$ cat src/rtl/kmp_pkg.sv
// shared constants, types and microcode table of the prefix-function block
`default_nettype none

package kmp_pkg;

    // store depth, derived widths and fixed symbol and length widths
    localparam int MAX_LEN = 1024;
    localparam int IDX_W   = $clog2(MAX_LEN);
    localparam int POS_W   = $clog2(MAX_LEN + 1);
    localparam int SYM_W   = 8;
    localparam int LEN_W   = 10;

    typedef logic [IDX_W-1:0] idx_t;
    typedef logic [POS_W-1:0] pos_t;
    typedef logic [SYM_W-1:0] sym_t;
    typedef logic [LEN_W-1:0] len_t;

    // microcode step addresses
    localparam int STEP_W = 2;
    typedef logic [STEP_W-1:0] step_t;
    localparam step_t STEP_FETCH = 2'd0;
    localparam step_t STEP_PROBE = 2'd1;
    localparam step_t STEP_HOLD  = 2'd2;

    // jump conditions
    localparam int COND_W = 3;
    typedef logic [COND_W-1:0] cond_t;
    localparam cond_t COND_NEVER     = 3'd0;
    localparam cond_t COND_NO_INPUT  = 3'd1;
    localparam cond_t COND_DIRECT    = 3'd2;
    localparam cond_t COND_FALLBACK  = 3'd3;
    localparam cond_t COND_SLOT_BUSY = 3'd4;

    // one control word: datapath strobes, two conditional jumps, fall-through
    typedef struct packed {
        logic  accept;
        logic  probe;
        logic  emit;
        cond_t cond_a;
        step_t tgt_a;
        cond_t cond_b;
        step_t tgt_b;
        step_t nxt;
    } uword_t;

    // strobes from sequencer to datapath
    typedef struct packed {
        logic accept;
        logic probe;
        logic emit;
    } dp_ctl_t;

    // status flags from datapath to sequencer
    typedef struct packed {
        logic no_input;
        logic direct;
        logic fallback;
        logic slot_busy;
    } dp_stat_t;

    // program rom
    function automatic uword_t ucode(input step_t step);
        uword_t w;
        begin
            case (step)
                // wait for a byte; bytes at position zero or in overflow go straight to hold
                STEP_FETCH: w = '{accept: 1'b1, probe: 1'b0, emit: 1'b0,
                                  cond_a: COND_NO_INPUT, tgt_a: STEP_FETCH,
                                  cond_b: COND_DIRECT,   tgt_b: STEP_HOLD,
                                  nxt: STEP_PROBE};
                // compare, fall back through borders, or finish
                STEP_PROBE: w = '{accept: 1'b0, probe: 1'b1, emit: 1'b1,
                                  cond_a: COND_FALLBACK,  tgt_a: STEP_PROBE,
                                  cond_b: COND_SLOT_BUSY, tgt_b: STEP_HOLD,
                                  nxt: STEP_FETCH};
                // deliver once the output register is free
                STEP_HOLD:  w = '{accept: 1'b0, probe: 1'b0, emit: 1'b1,
                                  cond_a: COND_SLOT_BUSY, tgt_a: STEP_HOLD,
                                  cond_b: COND_NEVER,     tgt_b: STEP_FETCH,
                                  nxt: STEP_FETCH};
                default:    w = '{accept: 1'b0, probe: 1'b0, emit: 1'b0,
                                  cond_a: COND_NEVER, tgt_a: STEP_FETCH,
                                  cond_b: COND_NEVER, tgt_b: STEP_FETCH,
                                  nxt: STEP_FETCH};
            endcase
            return w;
        end
    endfunction

endpackage

`default_nettype wire

$ cat src/rtl/kmp_seq.sv
// microcode sequencer: step counter, program rom and conditional jumps
`default_nettype none

module kmp_seq (
    input  wire logic              clk,
    input  wire logic              rst_n,
    input  wire kmp_pkg::dp_stat_t stat,
    output kmp_pkg::dp_ctl_t       ctl
);

    kmp_pkg::step_t  step_reg;
    kmp_pkg::step_t  step_next;
    kmp_pkg::uword_t word;
    logic            take_a;
    logic            take_b;

    function automatic logic cond_hit(input kmp_pkg::cond_t c, input kmp_pkg::dp_stat_t s);
        logic hit;
        begin
            case (c)
                kmp_pkg::COND_NEVER:     hit = 1'b0;
                kmp_pkg::COND_NO_INPUT:  hit = s.no_input;
                kmp_pkg::COND_DIRECT:    hit = s.direct;
                kmp_pkg::COND_FALLBACK:  hit = s.fallback;
                kmp_pkg::COND_SLOT_BUSY: hit = s.slot_busy;
                default:                 hit = 1'b0;
            endcase
            return hit;
        end
    endfunction

    always_comb
    begin
        word   = kmp_pkg::ucode(step_reg);
        take_a = cond_hit(word.cond_a, stat);
        take_b = cond_hit(word.cond_b, stat);
        if (take_a)
        begin
            step_next = word.tgt_a;
        end
        else if (take_b)
        begin
            step_next = word.tgt_b;
        end
        else
        begin
            step_next = word.nxt;
        end
        ctl.accept = word.accept;
        ctl.probe  = word.probe;
        // delivery only on the fall-through path
        ctl.emit   = word.emit & ~take_a & ~take_b;
    end

    always_ff @(posedge clk or negedge rst_n)
    begin
        if (!rst_n)
        begin
            step_reg <= kmp_pkg::STEP_FETCH;
        end
        else
        begin
            step_reg <= step_next;
        end
    end

endmodule

`default_nettype wire

$ cat config.mk
export PLATFORM = sky130hd
export DESIGN_NAME = kmp_seq
export DESIGN_NICKNAME = d
export VERILOG_FILES = /design/src/rtl/kmp_pkg.sv /design/src/rtl/kmp_seq.sv
export SDC_FILE = /design/constraint.sdc
export NUM_CORES = 1
export LEC_CHECK = 0
export ABC_AREA = 1
export BUFFER_PORTS_ARGS = -buffer_cell sky130_fd_sc_hd__buf_4
export CAP_MARGIN = 20
export CORE_AREA = 8 8 45 47
export DETAILED_ROUTE_END_ITERATION = 12
export DIE_AREA = 0 0 53 55
export SLEW_MARGIN = 20
export SYNTH_ARGS = -nofsm -noshare
export SYNTH_HDL_FRONTEND = slang
export SYNTH_SLANG_ARGS = --single-unit
$ cat constraint.sdc
create_clock -name clk -period 3.1 [get_ports clk]
set_input_delay 0 -clock clk [delete_from_list [all_inputs] [get_ports clk]]
set_output_delay 0 -clock clk [all_outputs]
set_load 0.02 [all_outputs]
==> summary.txt, run 1 <==
Run status
  – Outcome: complete, no violations

Yosys
  – Synth Register Bits: 2
  – Synth Area in Adders: 0.302
  – Synth cell count leaders: inv_1 (8), nand2_1 (8), ha_1 (7)
  – Proportion of synthesized chip area in sequential cells: 0.172
  – Synth top area share: 0.302
  – Ys async rst share: 1.00
  – Post-Synth Simple-Gate Area: 0.220
  – Ys flop type: dfrtp_1
  – Area leader, netlist: ha_1
  – Ys Warns: 0
  – Post-synthesis xor/xnor area fraction: 0
  – Post-Synthesis Net Count: 53
  – Compound-Gate Fraction of Synth Area: 0.108
  – Mapped Area: 290 µm²
  – Area contributors post-synth: ha_1 (30%), dfrtp_1 (17%), inv_1 (10%)
  – Largest family of logic cells by synthesized area: adder cells
  – Yosys cell types: 14
  – Syn Inst Count: 40
  – Mux contribution to synthesized area: 0
  – Average cell area after synthesis: around 7.3 µm²
  – Number of flops mapped to enable cells by yosys: 0

Clock network
  – Latest clock arrival within the worst-skew pair: between 0.2 and 0.25 ns
  – H-tree Lvls: 1
  – CTS Buffer Depth: 2
  – CTS root buffer: clkbuf_4
  – CTS Sinks: 2
  – Clock-pin slew on the worst setup and hold paths: around 0.030 ns
  – CTS tree: built
  – CTS Buf Count: 3

STA
  – Final count of negative-setup-slack endpoints: 0
  – Final max-slew violation count: 0
  – Period utilisation layout: 0.533
  – Crit path time final: 1.65 ns
  – Worst-Margin Slew: between 0.2 and 0.3 ns
  – RSZ-0062 raised after global routing: no
  – Total Neg Setup Slack: 0 ns
  – Final hold violations: 0
  – Achievable Freq: slightly above 0.6 GHz
  – Relative slew slack: 0.819
  – Skew final: between 0.002 and 0.003 ns

Pwr
  – PwrDens: ~800 nW/µm²
  – Leakage: roughly 0.23 nW
  – Max IR drop VDD: between 0.2 and 0.3 mV

Global route
  – Initial antenna violation count: 0
  – GRT overflow: 0
  – Pin count of the biggest net entering global routing: 6
  – Vias in the first global route: roughly 270
  – Total GRT Usage: 0.0464
  – Global-route wire length before repair: 1020 µm

Finish
  – Share of layout cells above drive strength 1: 0.327
  – Fin nets: 67
  – Diode count: 0
  – Fin area: approximately 400 µm²
  – Max reg flops: 2
  – Area growth syn-to-layout: 38.8%
  – FILL cells: 157

Floorplanning
  – Die width: about 53 µm
  – Die H: roughly 55 µm
  – FP Rows: 14
  – Die area: 2920 µm²
  – Core area: 1380 µm²
  – Initial Utilization: 0.210
  – # IOs: 9

Placement
  – Port buffer count: 8
  – Placed standard-cell area: roughly 370 µm²
  – Gpl congestion: about 0.84
  – Detailed placement HPWL: 495 µm

Drt
  – Wirelength, routed: roughly 560 µm
  – Total number of vias: approximately 260
  – DRT Pass-1 Iters: 2
  – DRC viols: 0
  – WL per Instance: approximately 8.3 µm
  – 1st-iter DRT viols: 1
  – Via density: 3.78
  – ANT nets after route: 0

Critical path
  – R2r startpoint: step_reg[1]
  – CP Class: flip-flop to output pin
  – Critical Path End Type: output pin
  – Crit-path max FO: 5
  – R2R depth: 10
  – CP startpoint kind: flip-flop
  – Worst reg2reg endpoint: step_reg[1]
  – Worst Path Required: roughly 3.1 ns
  – Worst EP arrival: about 1.7 ns
  – R2r setup slk: 1.62 ns

Run
  – # Max-Cap Violations: 0

Worst hold path
  – Hold/Removal Path Class: input port to asynchronous set/reset pin
==> through the flow <==
stage | hold slack (ns) | utilization | power [mW] | setup slack (ns) | instances
after global placement | -0.218 | 0.268 | 0.275 | 1.65 | 64
final | 0.104 | 0.291 | 0.329 | 1.45 | 68
after CTS | 0.0911 | 0.291 | 0.338 | 1.42 | 68
after detailed placement | -0.216 | 0.268 | 0.277 | 1.61 | 64
after floorplan | -0.296 | - | 0.212 | 1.56 | 40
after global routing | 0.0922 | 0.291 | 0.369 | 1.26 | 68
==> worst max-delay path by stage <==
stage,from,to,depth (start not counted)
2_1_floorplan,step_reg[1],ctl[0],8
4_1_cts,step_reg[1],ctl[0],9
6_report,step_reg[1],ctl[0],9
3_5_place_dp,step_reg[1],step_reg[0],10
5_1_grt,step_reg[1],ctl[0],9
3_3_place_gp,step_reg[1],step_reg[0],10
==> where the power goes <==
| part | leakage [nW] | switching (mW) | internal (mW) | total, mW |
|---|---|---|---|---|
| Combinational | 0.195 | 0.133 | 0.0912 | 0.224 |
| Clock | 0.0138 | 0.0129 | 0.0425 | 0.0554 |
| Sequential | 0.0259 | 0.0126 | 0.0369 | 0.0496 |
| Total | 0.235 | 0.158 | 0.171 | 0.329 |
==> worst max-delay path, stage by stage (launching register included) <==
cell,delay (ns)
dfrtp_1,0.41
inv_1,0.11
ha_1,0.25
o21ai_1,0.18
nand2_1,0.07
nand2_1,0.05
nand2_1,0.05
nand2_2,0.09
a21oi_1,0.07
buf_4,0.16
==> routing by layer <==
metal,global-route usage,routed length (µm),vias to the layer above
met2,0.0723,268,5
met5,0,0,-
met4,0.0259,0,0
met3,0.0160,24,0
met1,0.0547,270,109
li1,-,-,143
==> placed cells by master, fill, tap and decap left out, drive strengths merged <==
master | synthesis | final
o21ai | 1 | 1
nand3 | 2 | 2
o22ai | 1 | 1
a21oi | 1 | 1
nand2 | 10 | 10
ha | 7 | 7
clkinv | 1 | 1
dlygate4sd3 | 0 | 1
nor2 | 3 | 3
a22o | 1 | 1
buf | 0 | 8
clkbuf | 0 | 3
dfrtp | 2 | 2
inv | 11 | 11
==> final cells by class <==
type	instances	area [µm²]	area share
Multi-Input combinational cell	26	183	0.453
Clock buffer	3	22.5	0.0559
Tap cell	16	20.0	0.0497
Timing Repair Buffer	9	70.1	0.174
Sequential cell	2	50.0	0.124
Inverter	12	57.6	0.143
==> logic make-up after synthesis <==
kind of cell,after synthesis
AND/OR/NAND/NOR,15
buffers and inverters,12
adder cells (fa/ha/maj),7
AO/OA/AOI/OAI,4
flip-flops,2
==> what timing repair did <==
item                                    CTS  global route
gates resized for setup                   0             0
setup buffers                             0             0
endpoints found under the hold margin     2             0
endpoints found under the setup margin    0             0
hold buffers                              1             0
No activity file was read; power rests on OpenSTA's default activity.
==> run 2, diff against run 1 <==
Settings changed: ABC_AREA 1 to 0.
Clock period 3.1 ns to 1.6 ns, I/O delays scaled along.
==> run 2 against run 1 <==
  * Clock power grew 95%
  * Clock-buffer cell count is the same
  * Die area is the same
  * Combinational power grew to 3.1 times the previous value
  * Critical path depth shrank 3
  * First-iteration DRC count grew 100%
  * Sequential cell count is the same
  * Via count grew 9.3%
  * Hold slack lost 0.0023 ns
  * Critical endpoint unchanged
==> summary.txt, run 2 <==
Floorplanning
  – Core area: 1380 µm²
  – # IOs: 9
  – Die H: around 55 µm
  – Die area: between 2000 and 3000 µm²
  – Initial Utilization: 0.202
  – FP Rows: 14
  – Die width: between 50 and 60 µm

Yosys
  – Yosys cell types: 18
  – Synth Register Bits: 2
  – Mapped Area: 279 µm²
  – Synth cell count leaders: ha_1 (7), dfrtp_1 (2), inv_1 (2), nand2b_1 (2), o21ai_1 (2)
  – Area leader, netlist: ha_1
  – Ys async rst share: 1.00
  – Most instantiated library cell after synthesis: ha_1
  – Ys flop type: dfrtp_1
  – Post-Synthesis Net Count: 41
  – Ys Warns: 0
  – Proportion of synthesized chip area in sequential cells: 0.179
  – Synth top area share: 0.314
  – Number of flops mapped to enable cells by yosys: 0
  – Average cell area after synthesis: 9.96 µm²
  – Syn Inst Count: 28
  – Area contributors post-synth: ha_1 (31%), dfrtp_1 (18%), mux2_4 (5.4%)

Finish
  – Area of the multi-input gates: roughly 270 µm²
  – Most common cell after layout, fill and taps aside: buf_4
  – Max reg flops: 2
  – Fin area: 497 µm²
  – Sequential Area: between 50 and 60 µm²
  – Diode count: 0
  – Area growth syn-to-layout: 78.0%
  – Most frequent cells in the layout: buf_4 (13), ha_1 (4), ha_4 (3), clkbuf_4 (3)
  – Fin nets: a little over 60
  – Share of layout cells above drive strength 1: 0.638
  – FILL cells: approximately 140

Pwr
  – Leakage: roughly 0.23 nW
  – PwrDens: 1850 nW/µm²
  – Total power draw: roughly 0.9 mW
  – Max IR drop VDD: about 0.7 mV

Drt
  – Total number of vias: between 200 and 300
  – ANT nets after route: 0
  – DRT Pass-1 Iters: 2
  – DRC viols: 0
  – Via density: around 4.5
  – WL per Instance: approximately 13 µm
  – 1st-iter DRT viols: 2
  – Wirelength, routed: between 800 and 900 µm

STA
  – RSZ-0062 raised after global routing: yes
  – Final count of negative-setup-slack endpoints: 0
  – Skew final: 0.000238 ns
  – Final max-slew violation count: 0
  – Worst-Margin Slew: 0.205 ns
  – Relative slew slack: 0.863
  – Crit path time final: 1.57 ns
  – Period utilisation layout: 0.980
  – Final hold violations: 0
  – Achievable Freq: around 0.64 GHz

Placement
  – Detailed placement HPWL: about 500 µm
  – Port buffer count: 8
  – Gpl congestion: approximately 0.73
  – Placed standard-cell area: approximately 360 µm²

Global route
  – GRT overflow: 0
  – Initial antenna violation count: 0
  – Total GRT Usage: 0.0519
  – Global-route wire length before repair: about 1100 µm
  – Vias in the first global route: about 270
  – Pin count of the biggest net entering global routing: 6

Critical path
  – Critical path buffer and inverter count: 2
  – Crit path max-delay family: flip-flops
  – CP Class: flip-flop to output pin
  – Crit-path max cell delay: between 0.4 and 0.5 ns
  – Crit-path max FO: 4
  – R2r setup slk: about 0.080 ns
  – Crit path max-delay cell type: dfrtp_2
  – CP startpoint kind: flip-flop
  – Worst EP arrival: 1.57 ns
  – Worst Path Required: ~1.6 ns
  – Critical path cell sequence: buf_4, ha_1, and3b_2, nor2_1, o21a_1, buf_6
  – Critical Path End Type: output pin

Run
  – # Max-Cap Violations: 0

Clock network
  – CTS Buffer Depth: 2
  – CTS root buffer: clkbuf_4
  – CTS Sinks: 2
  – Clock-pin slew on the worst setup and hold paths: about 0.03 ns
  – CTS tree: built
  – Latest clock arrival within the worst-skew pair: about 0.22 ns
  – CTS Buf Count: 3
  – H-tree Lvls: 1

Run status
  – Outcome: complete, no violations

Worst hold path
  – Hold/Removal Path Class: input port to asynchronous set/reset pin
[run 2: cell types whose count changed in the layout (fill, tap and decap cells not counted), moves of 3 or more]
cell,delta
ha_1,-3
ha_4,+3
buf_4,+5
nand2_1,-7
inv_1,-8
[run 2: path summary, 6_finish.rpt]
| check | start | endpoint | cells past startpoint |
|---|---|---|---|
| max in group asynchronous | rst_n | step_reg[1] | 2 |
| max reg2reg | step_reg[0] | step_reg[1] | 6 |
| min | rst_n | step_reg[1] | 2 |
| min in group clk | stat[1] | step_reg[0] | 3 |
| max | step_reg[1] | ctl[0] | 6 |
| min reg2reg | step_reg[1] | step_reg[1] | 2 |
[run 2: layer usage]
metal | wire (µm) | global-route usage
met1 | 323 | 0.0545
met2 | 385 | 0.0742
met3 | 96 | 0.0321
met4 | 6 | 0.0388
met5 | 0 | 0
[run 2: final cells by class]
type	instances	share of cell area
Multi-Input combinational cell	24	0.534
Timing Repair Buffer	16	0.262
Sequential cell	2	0.103
Tap cell	16	0.0403
Inverter	2	0.0151
Clock buffer	3	0.0453
[run 2: through the flow]
step           hold slack [ns]  instances  TNS (ns)  setup slack, ns  utilization
3_5_place_dp            -0.217         52         0           0.0566        0.259
2_1_floorplan           -0.296         28         0           0.0935            -
6_report                 0.101         63         0           0.0322        0.359
3_3_place_gp            -0.216         52         0           0.0890        0.259
4_1_cts                 0.0967         57         0          0.00625        0.296
5_1_grt                 0.0955         63   -0.0262          -0.0262        0.359
[run 2: repair_timing]
action                     CTS  global route
pin swaps                    1             6
cloned                       0             0
resized for setup            3            10
buffers inserted             1             6
setup endpoints to repair    1             2
hold buffers                 1             0
hold endpoints to repair     2             0
[run 2: where the power goes]
group | leakage (nW) | total [mW] | switching [mW] | internal [mW]
Clock | 0.0138 | 0.108 | 0.0252 | 0.0824
Sequential | 0.0240 | 0.108 | 0.0321 | 0.0757
Combinational | 0.194 | 0.703 | 0.323 | 0.380
[run 2: worst reg2reg max path: stages (launching register included)]
cell     delay (ns)
dfrtp_1        0.40
inv_2          0.10
ha_4           0.17
a22oi_2        0.23
buf_4          0.16
a21oi_2        0.05
mux2_4         0.29
[run 2: kinds of logic after synthesis]
logic type / synth area share
AO/OA/AOI/OAI: 0.247
adder cells (fa/ha/maj): 0.314
AND/OR/NAND/NOR: 0.179
buffers and inverters: 0.0269
flip-flops: 0.179
multiplexers: 0.0538
